`src/rtl/serial_image_loader_unit_macros.svh`:
```
// ---------------------------------------------------------------------------
// serial_image_loader_unit_macros.svh
// Assertion macros for the serial image loader. Clock clk, reset rst.
// ---------------------------------------------------------------------------
`ifndef SERIAL_IMAGE_LOADER_UNIT_MACROS_SVH
`define SERIAL_IMAGE_LOADER_UNIT_MACROS_SVH

`ifndef NO_ASSERTIONS

// expr must hold at every edge outside reset
`define SIL_ASSERT_ALWAYS(label, expr, msg) \
  label: assert property (@(posedge clk) disable iff (rst) (expr)) else $error(msg);

// trig at one edge implies expr at the next edge
`define SIL_ASSERT_NEXT(label, trig, expr, msg) \
  label: assert property (@(posedge clk) disable iff (rst) (trig) |=> (expr)) \
    else $error(msg);

`else

`define SIL_ASSERT_ALWAYS(label, expr, msg)
`define SIL_ASSERT_NEXT(label, trig, expr, msg)

`endif

`endif

```
`src/rtl/sil_pkg.sv`:
```
// ---------------------------------------------------------------------------
// sil_pkg
// Types and constants of the serial image loader.
// ---------------------------------------------------------------------------
package sil_pkg;

  localparam int unsigned REG_W = 32;
  localparam int unsigned CFG_INDEX_W = 2;

  localparam logic [REG_W-1:0] LOAD_BASE_RESET = 32'h0008_0000;

  // register indexes on the configuration port
  localparam logic [CFG_INDEX_W-1:0] REG_LOAD_BASE    = 2'd0;
  localparam logic [CFG_INDEX_W-1:0] REG_PROTECT_LOW  = 2'd1;
  localparam logic [CFG_INDEX_W-1:0] REG_PROTECT_HIGH = 2'd2;

  typedef enum logic [2:0] {
    PHASE_HEADER  = 3'b001,
    PHASE_PAYLOAD = 3'b010,
    PHASE_DONE    = 3'b100
  } phase_t;

endpackage

```
`src/rtl/serial_image_loader_unit.sv`:
```
// ---------------------------------------------------------------------------
// serial_image_loader_unit
// Length-prefixed byte loader: echo, header decode, protected memory writes.
// ---------------------------------------------------------------------------
// One received byte in, one result out, one transfer per clock sustained.
// Each accepted byte is decoded combinationally against the loader state
// and lands in the output register; the input side keeps taking bytes as
// long as that register is empty or is being drained in the same cycle, so
// the only thing that holds the input back is out_stall. The first four
// bytes give a little-endian payload length; the next "length" bytes come
// out as memory writes from load_base upward, with writes inside
// [protect_low, protect_high] suppressed. The last byte (or a zero length)
// raises finished; jump_request says to start at load_base. Later bytes
// produce an all-zero result. Configure only while idle.
// ---------------------------------------------------------------------------
`include "serial_image_loader_unit_macros.svh"

module serial_image_loader_unit #(
  parameter int unsigned ADDRESS_WIDTH = 32
) (
  input  logic                              clk,
  input  logic                              rst,
  // configuration write port
  input  logic                              cfg_write,
  input  logic [sil_pkg::CFG_INDEX_W-1:0]   cfg_index,
  input  logic [sil_pkg::REG_W-1:0]         cfg_data,
  // byte input channel
  input  logic                              in_valid,
  output logic                              in_stall,
  input  logic [7:0]                        rx_byte,
  // result channel
  output logic                              out_valid,
  input  logic                              out_stall,
  output logic                              echo_valid,
  output logic [7:0]                        echo_byte,
  output logic                              mem_write,
  output logic [31:0]                       mem_address,
  output logic [7:0]                        mem_data,
  output logic                              finished,
  output logic                              jump_request
);

  // width used for address compares: wide enough for both the address and
  // the 32-bit window registers
  localparam int unsigned CMP_W = (ADDRESS_WIDTH > sil_pkg::REG_W) ?
                                  ADDRESS_WIDTH : sil_pkg::REG_W;

  // configuration registers
  logic [sil_pkg::REG_W-1:0] load_base;
  logic [sil_pkg::REG_W-1:0] protect_low;
  logic [sil_pkg::REG_W-1:0] protect_high;

  // loader state
  sil_pkg::phase_t           phase, phase_next;
  logic [1:0]                header_count, header_count_next;
  logic [31:0]               length_acc, length_acc_next;
  logic [31:0]               bytes_left, bytes_left_next;
  logic [ADDRESS_WIDTH-1:0]  next_address, next_address_next;

  // result computed for the byte on the input
  logic        echo_valid_next;
  logic [7:0]  echo_byte_next;
  logic        mem_write_next;
  logic [31:0] mem_address_next;
  logic [7:0]  mem_data_next;
  logic        finished_next;
  logic        jump_request_next;

  logic                      in_accept;
  logic [CMP_W-1:0]          addr_wide;
  logic [CMP_W-1:0]          base_wide;
  logic [CMP_W-1:0]          reset_base_wide;
  logic                      in_window;
  logic [31:0]               length_full;
  logic [31:0]               bytes_left_dec;

  // output register can take a new result when empty or draining now
  assign in_stall  = out_valid && out_stall;
  assign in_accept = in_valid && !in_stall;

  assign addr_wide       = CMP_W'(next_address);
  assign base_wide       = CMP_W'(load_base);
  assign reset_base_wide = CMP_W'(sil_pkg::LOAD_BASE_RESET);
  assign in_window       = (addr_wide >= CMP_W'(protect_low)) &&
                           (addr_wide <= CMP_W'(protect_high));
  assign bytes_left_dec  = bytes_left - 32'd1;

  // header byte merged into the length, little-endian
  always_comb begin
    length_full = length_acc;
    case (header_count)
      2'd0:    length_full[7:0]   = length_acc[7:0]   | rx_byte;
      2'd1:    length_full[15:8]  = length_acc[15:8]  | rx_byte;
      2'd2:    length_full[23:16] = length_acc[23:16] | rx_byte;
      default: length_full[31:24] = length_acc[31:24] | rx_byte;
    endcase
  end

  always_comb begin
    phase_next        = phase;
    header_count_next = header_count;
    length_acc_next   = length_acc;
    bytes_left_next   = bytes_left;
    next_address_next = next_address;

    echo_valid_next   = 1'b0;
    echo_byte_next    = 8'd0;
    mem_write_next    = 1'b0;
    mem_address_next  = 32'd0;
    mem_data_next     = 8'd0;
    finished_next     = 1'b0;
    jump_request_next = 1'b0;

    case (phase)
      sil_pkg::PHASE_HEADER: begin
        echo_valid_next   = 1'b1;
        echo_byte_next    = rx_byte;
        length_acc_next   = length_full;
        header_count_next = header_count + 2'd1;
        if (header_count == 2'd3) begin
          if (length_full == 32'd0) begin
            // empty image: done right away, no jump
            finished_next = 1'b1;
            phase_next    = sil_pkg::PHASE_DONE;
          end else begin
            bytes_left_next   = length_full;
            next_address_next = base_wide[ADDRESS_WIDTH-1:0];
            phase_next        = sil_pkg::PHASE_PAYLOAD;
          end
        end
      end
      sil_pkg::PHASE_PAYLOAD: begin
        echo_valid_next   = 1'b1;
        echo_byte_next    = rx_byte;
        // address and data go out even when the write is masked
        mem_write_next    = !in_window;
        mem_address_next  = addr_wide[31:0];
        mem_data_next     = rx_byte;
        next_address_next = next_address + 1'b1;
        bytes_left_next   = bytes_left_dec;
        if (bytes_left_dec == 32'd0) begin
          finished_next     = 1'b1;
          jump_request_next = 1'b1;
          phase_next        = sil_pkg::PHASE_DONE;
        end
      end
      default: begin
        // done: byte dropped, all-zero result
      end
    endcase
  end

  // configuration registers; unknown indexes are ignored
  always_ff @(posedge clk) begin
    if (rst) begin
      load_base    <= sil_pkg::LOAD_BASE_RESET;
      protect_low  <= '0;
      protect_high <= '0;
    end else if (cfg_write) begin
      case (cfg_index)
        sil_pkg::REG_LOAD_BASE:    load_base    <= cfg_data;
        sil_pkg::REG_PROTECT_LOW:  protect_low  <= cfg_data;
        sil_pkg::REG_PROTECT_HIGH: protect_high <= cfg_data;
        default: ;
      endcase
    end
  end

  // loader state
  always_ff @(posedge clk) begin
    if (rst) begin
      phase        <= sil_pkg::PHASE_HEADER;
      header_count <= '0;
      length_acc   <= '0;
      bytes_left   <= '0;
      next_address <= reset_base_wide[ADDRESS_WIDTH-1:0];
    end else if (in_accept) begin
      phase        <= phase_next;
      header_count <= header_count_next;
      length_acc   <= length_acc_next;
      bytes_left   <= bytes_left_next;
      next_address <= next_address_next;
    end
  end

  // output register: valid is control, the fields are payload
  always_ff @(posedge clk) begin
    if (rst) begin
      out_valid <= 1'b0;
    end else if (in_accept) begin
      out_valid <= 1'b1;
    end else if (!out_stall) begin
      out_valid <= 1'b0;
    end
  end

  always_ff @(posedge clk) begin
    if (in_accept) begin
      echo_valid   <= echo_valid_next;
      echo_byte    <= echo_byte_next;
      mem_write    <= mem_write_next;
      mem_address  <= mem_address_next;
      mem_data     <= mem_data_next;
      finished     <= finished_next;
      jump_request <= jump_request_next;
    end
  end

  // a payload phase always has bytes still to come
  `SIL_ASSERT_ALWAYS(a_payload_nonempty,
    !(phase == sil_pkg::PHASE_PAYLOAD) || (bytes_left != 32'd0),
    "payload phase with no bytes left")

  // a byte taken after completion yields a silent result
  `SIL_ASSERT_NEXT(a_done_silent,
    in_accept && (phase == sil_pkg::PHASE_DONE),
    out_valid && !echo_valid && !mem_write && !finished,
    "byte after completion produced output")

  // a jump is only requested together with completion and an echo
  `SIL_ASSERT_ALWAYS(a_jump_with_finish,
    !(out_valid && jump_request) || (finished && echo_valid),
    "jump request without completion")

endmodule

```
`config.mk`:
```
export PLATFORM = sky130hd
export DESIGN_NAME = serial_image_loader_unit
export DESIGN_NICKNAME = d
export VERILOG_FILES = /design/src/rtl/sil_pkg.sv /design/src/rtl/serial_image_loader_unit.sv
export VERILOG_INCLUDE_DIRS = /design/src /design/src/rtl
export SDC_FILE = /design/constraint.sdc
export NUM_CORES = 1
export LEC_CHECK = 0
export ABC_AREA = 1
export BUFFER_PORTS_ARGS = -buffer_cell sky130_fd_sc_hd__clkbuf_2
export CORE_ASPECT_RATIO = 0.5
export CORE_MARGIN = 1
export CORE_UTILIZATION = 39
export CTS_BUF_LIST = sky130_fd_sc_hd__clkbuf_2 sky130_fd_sc_hd__clkbuf_4 sky130_fd_sc_hd__clkbuf_8
export CTS_CLUSTER_DIAMETER = 50
export DETAILED_ROUTE_END_ITERATION = 16
export MAX_ROUTING_LAYER = met4
export SLEW_MARGIN = 20
export SYNTH_ARGS = -nofsm -noshare
export SYNTH_HDL_FRONTEND = slang
export SYNTH_SLANG_ARGS = --single-unit
```
`constraint.sdc`:
```
create_clock -name clk -period 6.43 [get_ports clk]
set_clock_uncertainty 0.15 [all_clocks]
set_input_delay 1.286 -clock clk [delete_from_list [all_inputs] [get_ports clk]]
set_output_delay 1.286 -clock clk [all_outputs]
set_load 0.01 [all_outputs]
```
==> results.txt, run 1 <==
status -> complete, no violations
Worst path most repeated cell -> o21ai_0
Reg2Reg Depth -> 12
sequential cell area -> 5525 sq um
share of the synthesized area in the top cell type -> 0.3085
Die H -> 130.4 um
Slew Limit Fails -> 0
cell family with most CP delay -> simple AND/OR/NAND/NOR gates
Synth cell types -> 49
share of power burned in registers -> 0.372
FFs w/ async S/R, synth -> 0
Initial Utilization -> 0.4008
DR DRC count -> 0
Rows -> 46
CP Max Fanout -> 62
worst hold path stage count -> 2
boundary pin count -> 101
n_diodes -> 0
postcts setup bufs -> 0
unrepaired setup endpoints after global routing -> false
first-pass GRT wire length -> 59800 um
fin crit share -> 0.5691
Initial DRT Pass Iterations -> 6
Total Power -> 0.004912 W
full die area -> 33720 sq um
hpwl dp -> 27550 um
# hold bufs at CTS -> 0
register bit total from synthesis -> 250
crit-path cells -> clkbuf_2 -> inv_1 -> o21ai_0 -> nor4_1 -> nand3_1 -> nor2_1 -> nand2_1 -> nand2_4 -> buf_4 -> o21ai_0 -> a21oi_1
Post-synth EDFFs -> 52
Post-Layout Cell Count -> 2305
Worst Setup Start Kind -> input port
CTS sink count -> 250
clk_lat worst skew -> 0.57 ns
number of CTS-inserted buffers -> 42
CTS Root Cell -> clkbuf_8
Placer Congestion -> 1.023
Fmax -> 0.2733 GHz
Sw Share -> 0.3793
drt via density -> 5.085
max_slew headroom -> 0.3312
Net Sw Power -> 0.001863 W
Gate power share -> 0.312
sequential-to-total area share from yosys stat -> 0.4300
Internal Power -> 0.003049 W
CP Data Arrival Time -> 4.01 ns
min Tclk post-route -> 3.659 ns
initial DRC count -> 1188
number of port buffers -> 100
Synth area leaders -> dfxtp_1 (31%), edfxtp_1 (12%), nand2_1 (8.9%)
pin count of the biggest net entering global routing -> 118
final setup violation count -> 0
pwr dens -> 336.6 nW/um^2
global route overflow -> 0
post-synthesis cell count -> 1758
initial antenna violation count -> 0
Placed Instances -> 2229
Reg clk slew, reported paths -> 0.06 ns
Post-synth top flop -> dfxtp_1
Placeable Area -> 32060 sq um
CP max stage cell -> buf_4
share of layout cells above drive strength 1 -> 0.1116
routed len/inst -> 16.60 um
Max IR drop VDD -> 0.0001615 V
via count of the first global-routing pass -> 10.71k
hold crit path type -> flop to flop
crit-path max cell delay -> 0.52 ns
Synth warnings -> 0
Critical Path End Type -> flop
top cells by count, synth -> nand2_1 (306), nor2_1 (247), inv_1 (212)
worst slew pin tran -> 1.003 ns
Synth Net Count -> 1877
WP data required -> 6.78 ns
DRT Wirelength -> 38270 um
Clk network pwr share -> 0.316
WP buf/inv -> 3
hold_ws -> 0.3035 ns
Chip Width -> 258.7 um
Layout fillers -> 3252
critical path class -> input port to flop
total number of vias -> 11.72k
Max Cap Viol -> 0
multi-input combinational cell area -> 6205 sq um
CTS tree -> yes
H-tree Lvls -> 2
Antenna Violating Nets Remaining -> 0
CTS Buffer Depth -> 3
area leader, netlist -> dfxtp_1
Total Routing Usage GR -> 0.2337
PostCTS Resize Cnt -> 0
count leader, synth -> nand2_1
Leak -> 6.237 nW
fin nets -> 1960
synthesized area -> 12850 sq um
TNS Setup -> 0 ns
CP Depth -> 11
Avg Inst Size Synth -> 7.309 sq um
area delta synth->final -> 13.58%
final hold violations -> 0
## tightest hold or removal path: stages (launching register included)
cell	delay (ns)
dfxtp_1	0.31
inv_1	0.05
a21oi_1	0.05
## cells in the final DEF (no fill, tap or decap), types with 6 or more instances in the layout
master    count
buf_4        13
dfxtp_1     198
nand3_1      46
clkbuf_4      8
edfxtp_1     52
inv_1       211
nor4_1       10
clkbuf_2    100
o21ai_0     198
nand2_1     306
clkbuf_8     52
a21oi_1     202
xor2_1        9
nor2_1      246
mux2i_1       6
nor2_2        6
nor3_1       41
ha_1         72
clkinv_2     10
nand4_1      29
## per-layer routing
metal	global-route usage	vias to the layer above	routed length (um)
met1	0.3376	5309	19420
li1	-	5994	-
met4	0.05952	0	771
met2	0.3364	358	15560
met5	-	-	0
met3	0.03671	61	2514
## power by group through the flow
stage | clock network (W) | logic (W) | registers [W]
3_5_place_dp | 0 | 0.00150 | 0.00185
4_1_cts | 0.00158 | 0.00151 | 0.00182
6_report | 0.00155 | 0.00153 | 0.00183
2_1_floorplan | 0 | 0.00108 | 0.00182
5_1_grt | 0.00165 | 0.00173 | 0.00184
3_3_place_gp | 0 | 0.00150 | 0.00186
## layout make-up
type                       instances  area share
multi-input combinational       1218      0.4251
sequential                       250      0.3786
inverter                         216     0.05581
clock buffer                      60     0.05315
timing repair buffer             113     0.04098
tap                              432     0.03703
clock inverter                    16    0.009344
## state kept, by name (all words and copies together), names as in the netlist, 3 cells and up
name          flops
addr_wide        32
base_wide        32
bytes_left       32
echo_byte         8
length_acc       32
mem_address      32
mem_data          8
phase             3
protect_high     32
protect_low      32
## final timing paths
check | endpoint | startpoint | slack, ns
setup / recovery | bytes_left[19] | rx_byte[7] | 2.77
hold / removal | protect_low[0] | protect_low[0] | 0.30
setup reg to reg | bytes_left[19] | header_count[0] | 2.81
hold reg to reg | protect_low[0] | protect_low[0] | 0.30
## stage by stage
| stage | area [sq um] | utilization | setup slack, ns |
|---|---|---|---|
| 2_1_floorplan | 12850 | - | 1.261 |
| 3_3_place_gp | 13680 | 0.4268 | 2.319 |
| 3_5_place_dp | 13680 | 0.4268 | 2.266 |
| 4_1_cts | 14600 | 0.4553 | 2.866 |
| 5_1_grt | 14600 | 0.4553 | 2.489 |
| 6_report | 14600 | 0.4553 | 2.771 |
## cells by family after synthesis
kind of cell    share of synthesized area
mux                              0.004674
buf+inv                           0.08900
flops                              0.4300
fa+ha+maj                         0.07011
simple gates                       0.2254
compound gates                     0.1740
xor+xnor                         0.006816
No activity file was read; power rests on OpenSTA's default activity.
==> run 2: changes to the inputs <==
==> constraint.sdc (replaced) <==
create_clock -name clk -period 3.5 [get_ports clk]
set_clock_uncertainty 0.15 [all_clocks]
set_input_delay 0.7 -clock clk [delete_from_list [all_inputs] [get_ports clk]]
set_output_delay 0.7 -clock clk [all_outputs]
set_load 0.01 [all_outputs]
==> results.txt, run 2 (synthesized netlist as in run 1, its figures left out) <==
worst hold path stage count -> 3
unrepaired setup endpoints after global routing -> false
Gate power share -> 0.325
# hold bufs at CTS -> 0
total number of vias -> 11.69k
min Tclk post-route -> 2.923 ns
Antenna Violating Nets Remaining -> 0
hpwl dp -> 27570 um
Finished Core Util -> 0.4576
Sw Share -> 0.3813
Max Cap Viol -> 0
FF-to-FF setup slack -> 0.58 ns
CP Data Arrival Time -> 3.23 ns
CTS tree -> yes
worst r2r src -> header_count[0]
share of layout cells above drive strength 1 -> 0.1175
PostCTS Resize Cnt -> 0
pwr dens -> 596.7 nW/um^2
Placed Instances -> 2249
WP data required -> 3.80 ns
Initial DRT Pass Iterations -> 6
Placeable Area -> 32060 sq um
HP Start -> out_stall
Hold Path Sink -> out_valid
postcts setup bufs -> 0
full die area -> 33720 sq um
number of port buffers -> 100
pre-CTS setup slack -> 0.5148 ns
Leak -> 6.292 nW
initial antenna violation count -> 2
pin count of the biggest net entering global routing -> 71
Die H -> 130.4 um
number of CTS-inserted buffers -> 40
Critical Path End Type -> flop
hold crit path type -> input port to flop
TNS Setup -> 0 ns
Max IR drop VDD -> 0.0002228 V
DRT Wirelength -> 37290 um
DR DRC count -> 0
drt via density -> 5.032
initial DRC count -> 833
worst slew pin tran -> 0.7839 ns
Reg2Reg Depth -> 12
H-tree Lvls -> 2
Clk network pwr share -> 0.293
CTS sink count -> 250
Slew Limit Fails -> 0
fin nets -> 1978
Total Power -> 0.008754 W
share of power burned in registers -> 0.382
global route overflow -> 0
area delta synth->final -> 14.17%
Net Sw Power -> 0.003338 W
CP Max Fanout -> 20
Layout fillers -> 3270
final hold violations -> 0
most common cell after layout, fill and taps aside -> nand2_1
Internal Power -> 0.005416 W
CTS Buffer Depth -> 3
fin crit share -> 0.8352
status -> complete, no violations
CTS Root Cell -> clkbuf_8
critical path class -> flop to flop
clk_lat worst skew -> 0.57 ns
Total Routing Usage GR -> 0.2260
Post-Layout Cell Count -> 2323
Initial Utilization -> 0.4008
final worst setup slack -> 0.5769 ns
Fmax -> 0.3421 GHz
Reg clk slew, reported paths -> 0.06 ns
final setup violation count -> 0
Placer Congestion -> 1.000
Chip Width -> 258.7 um
via count of the first global-routing pass -> 10.34k
worst reg2reg endpoint -> addr_wide[22]
Rows -> 46
Worst Setup Start Kind -> flop
routed len/inst -> 16.05 um
max_slew headroom -> 0.4768
most frequent cells in the layout -> nand2_1 (306), nor2_1 (246), inv_1 (211)
boundary pin count -> 101
first-pass GRT wire length -> 57530 um
## run 2: cell count changes in the layout (fill, tap and decap cells not counted)
cell and change:
diode_2 +2, buf_4 +17, clkinv_1 +3, clkbuf_8 -7, buf_12 +3, clkbuf_4 +9, clkinvlp_4 -2, clkinv_2 -5
bufinv_16 -2
## run 2: routing by layer
layer | GRT usage | share of wire
met5 | - | 0
met4 | 0.07170 | 0.025
met3 | 0.03904 | 0.058
met2 | 0.3249 | 0.42
met1 | 0.3199 | 0.50
## run 2: layout make-up
cell class / instances / area [sq um] / area share
flip-flops and latches: 250 / 5525 / 0.3766
clock inverters: 10 / 47.55 / 0.003241
inverters: 216 / 814.5 / 0.05552
clock buffers: 62 / 747.0 / 0.05092
well taps: 432 / 540.5 / 0.03684
diodes: 2 / 5.005 / 0.0003412
repair buffers: 133 / 785.8 / 0.05356
multi-input cells: 1218 / 6205 / 0.4229
## run 2: power by group through the flow
stage	clock network (W)	registers [W]	logic [W]
5_1_grt	0.00274	0.00337	0.00323
3_5_place_dp	0	0.00340	0.00279
4_1_cts	0.00262	0.00334	0.00280
3_3_place_gp	0	0.00340	0.00278
6_report	0.00256	0.00334	0.00285
2_1_floorplan	0	0.00335	0.00198
## run 2: worst max-delay path by stage
stage,start,end
CTS,header_count[0],addr_wide[22]
detailed placement,rx_byte[6],addr_wide[22]
global route,header_count[0],addr_wide[22]
global placement,rx_byte[6],addr_wide[24]
finish,header_count[0],addr_wide[22]
floorplan,out_stall,bytes_left[1]
## run 2: worst max-delay path, stage by stage (launching register included)
cell and delay [ns]:
dfxtp_1 0.38, inv_1 0.10, ha_1 0.32, a21oi_1 0.28
inv_1 0.07, nor4_1 0.33, nand3_1 0.16, nor2_1 0.10
nand2_1 0.12, nand2_4 0.24, inv_2 0.26, o21ai_0 0.23
nor2_1 0.06
## run 2: through the flow
step / cell area [sq um] / hold slack (ns)
2_1_floorplan: 12860 / 0.2756
3_3_place_gp: 13870 / 0.2859
3_5_place_dp: 13870 / 0.2928
4_1_cts: 14670 / 0.2104
5_1_grt: 14670 / 0.2297
6_report: 14670 / 0.2383
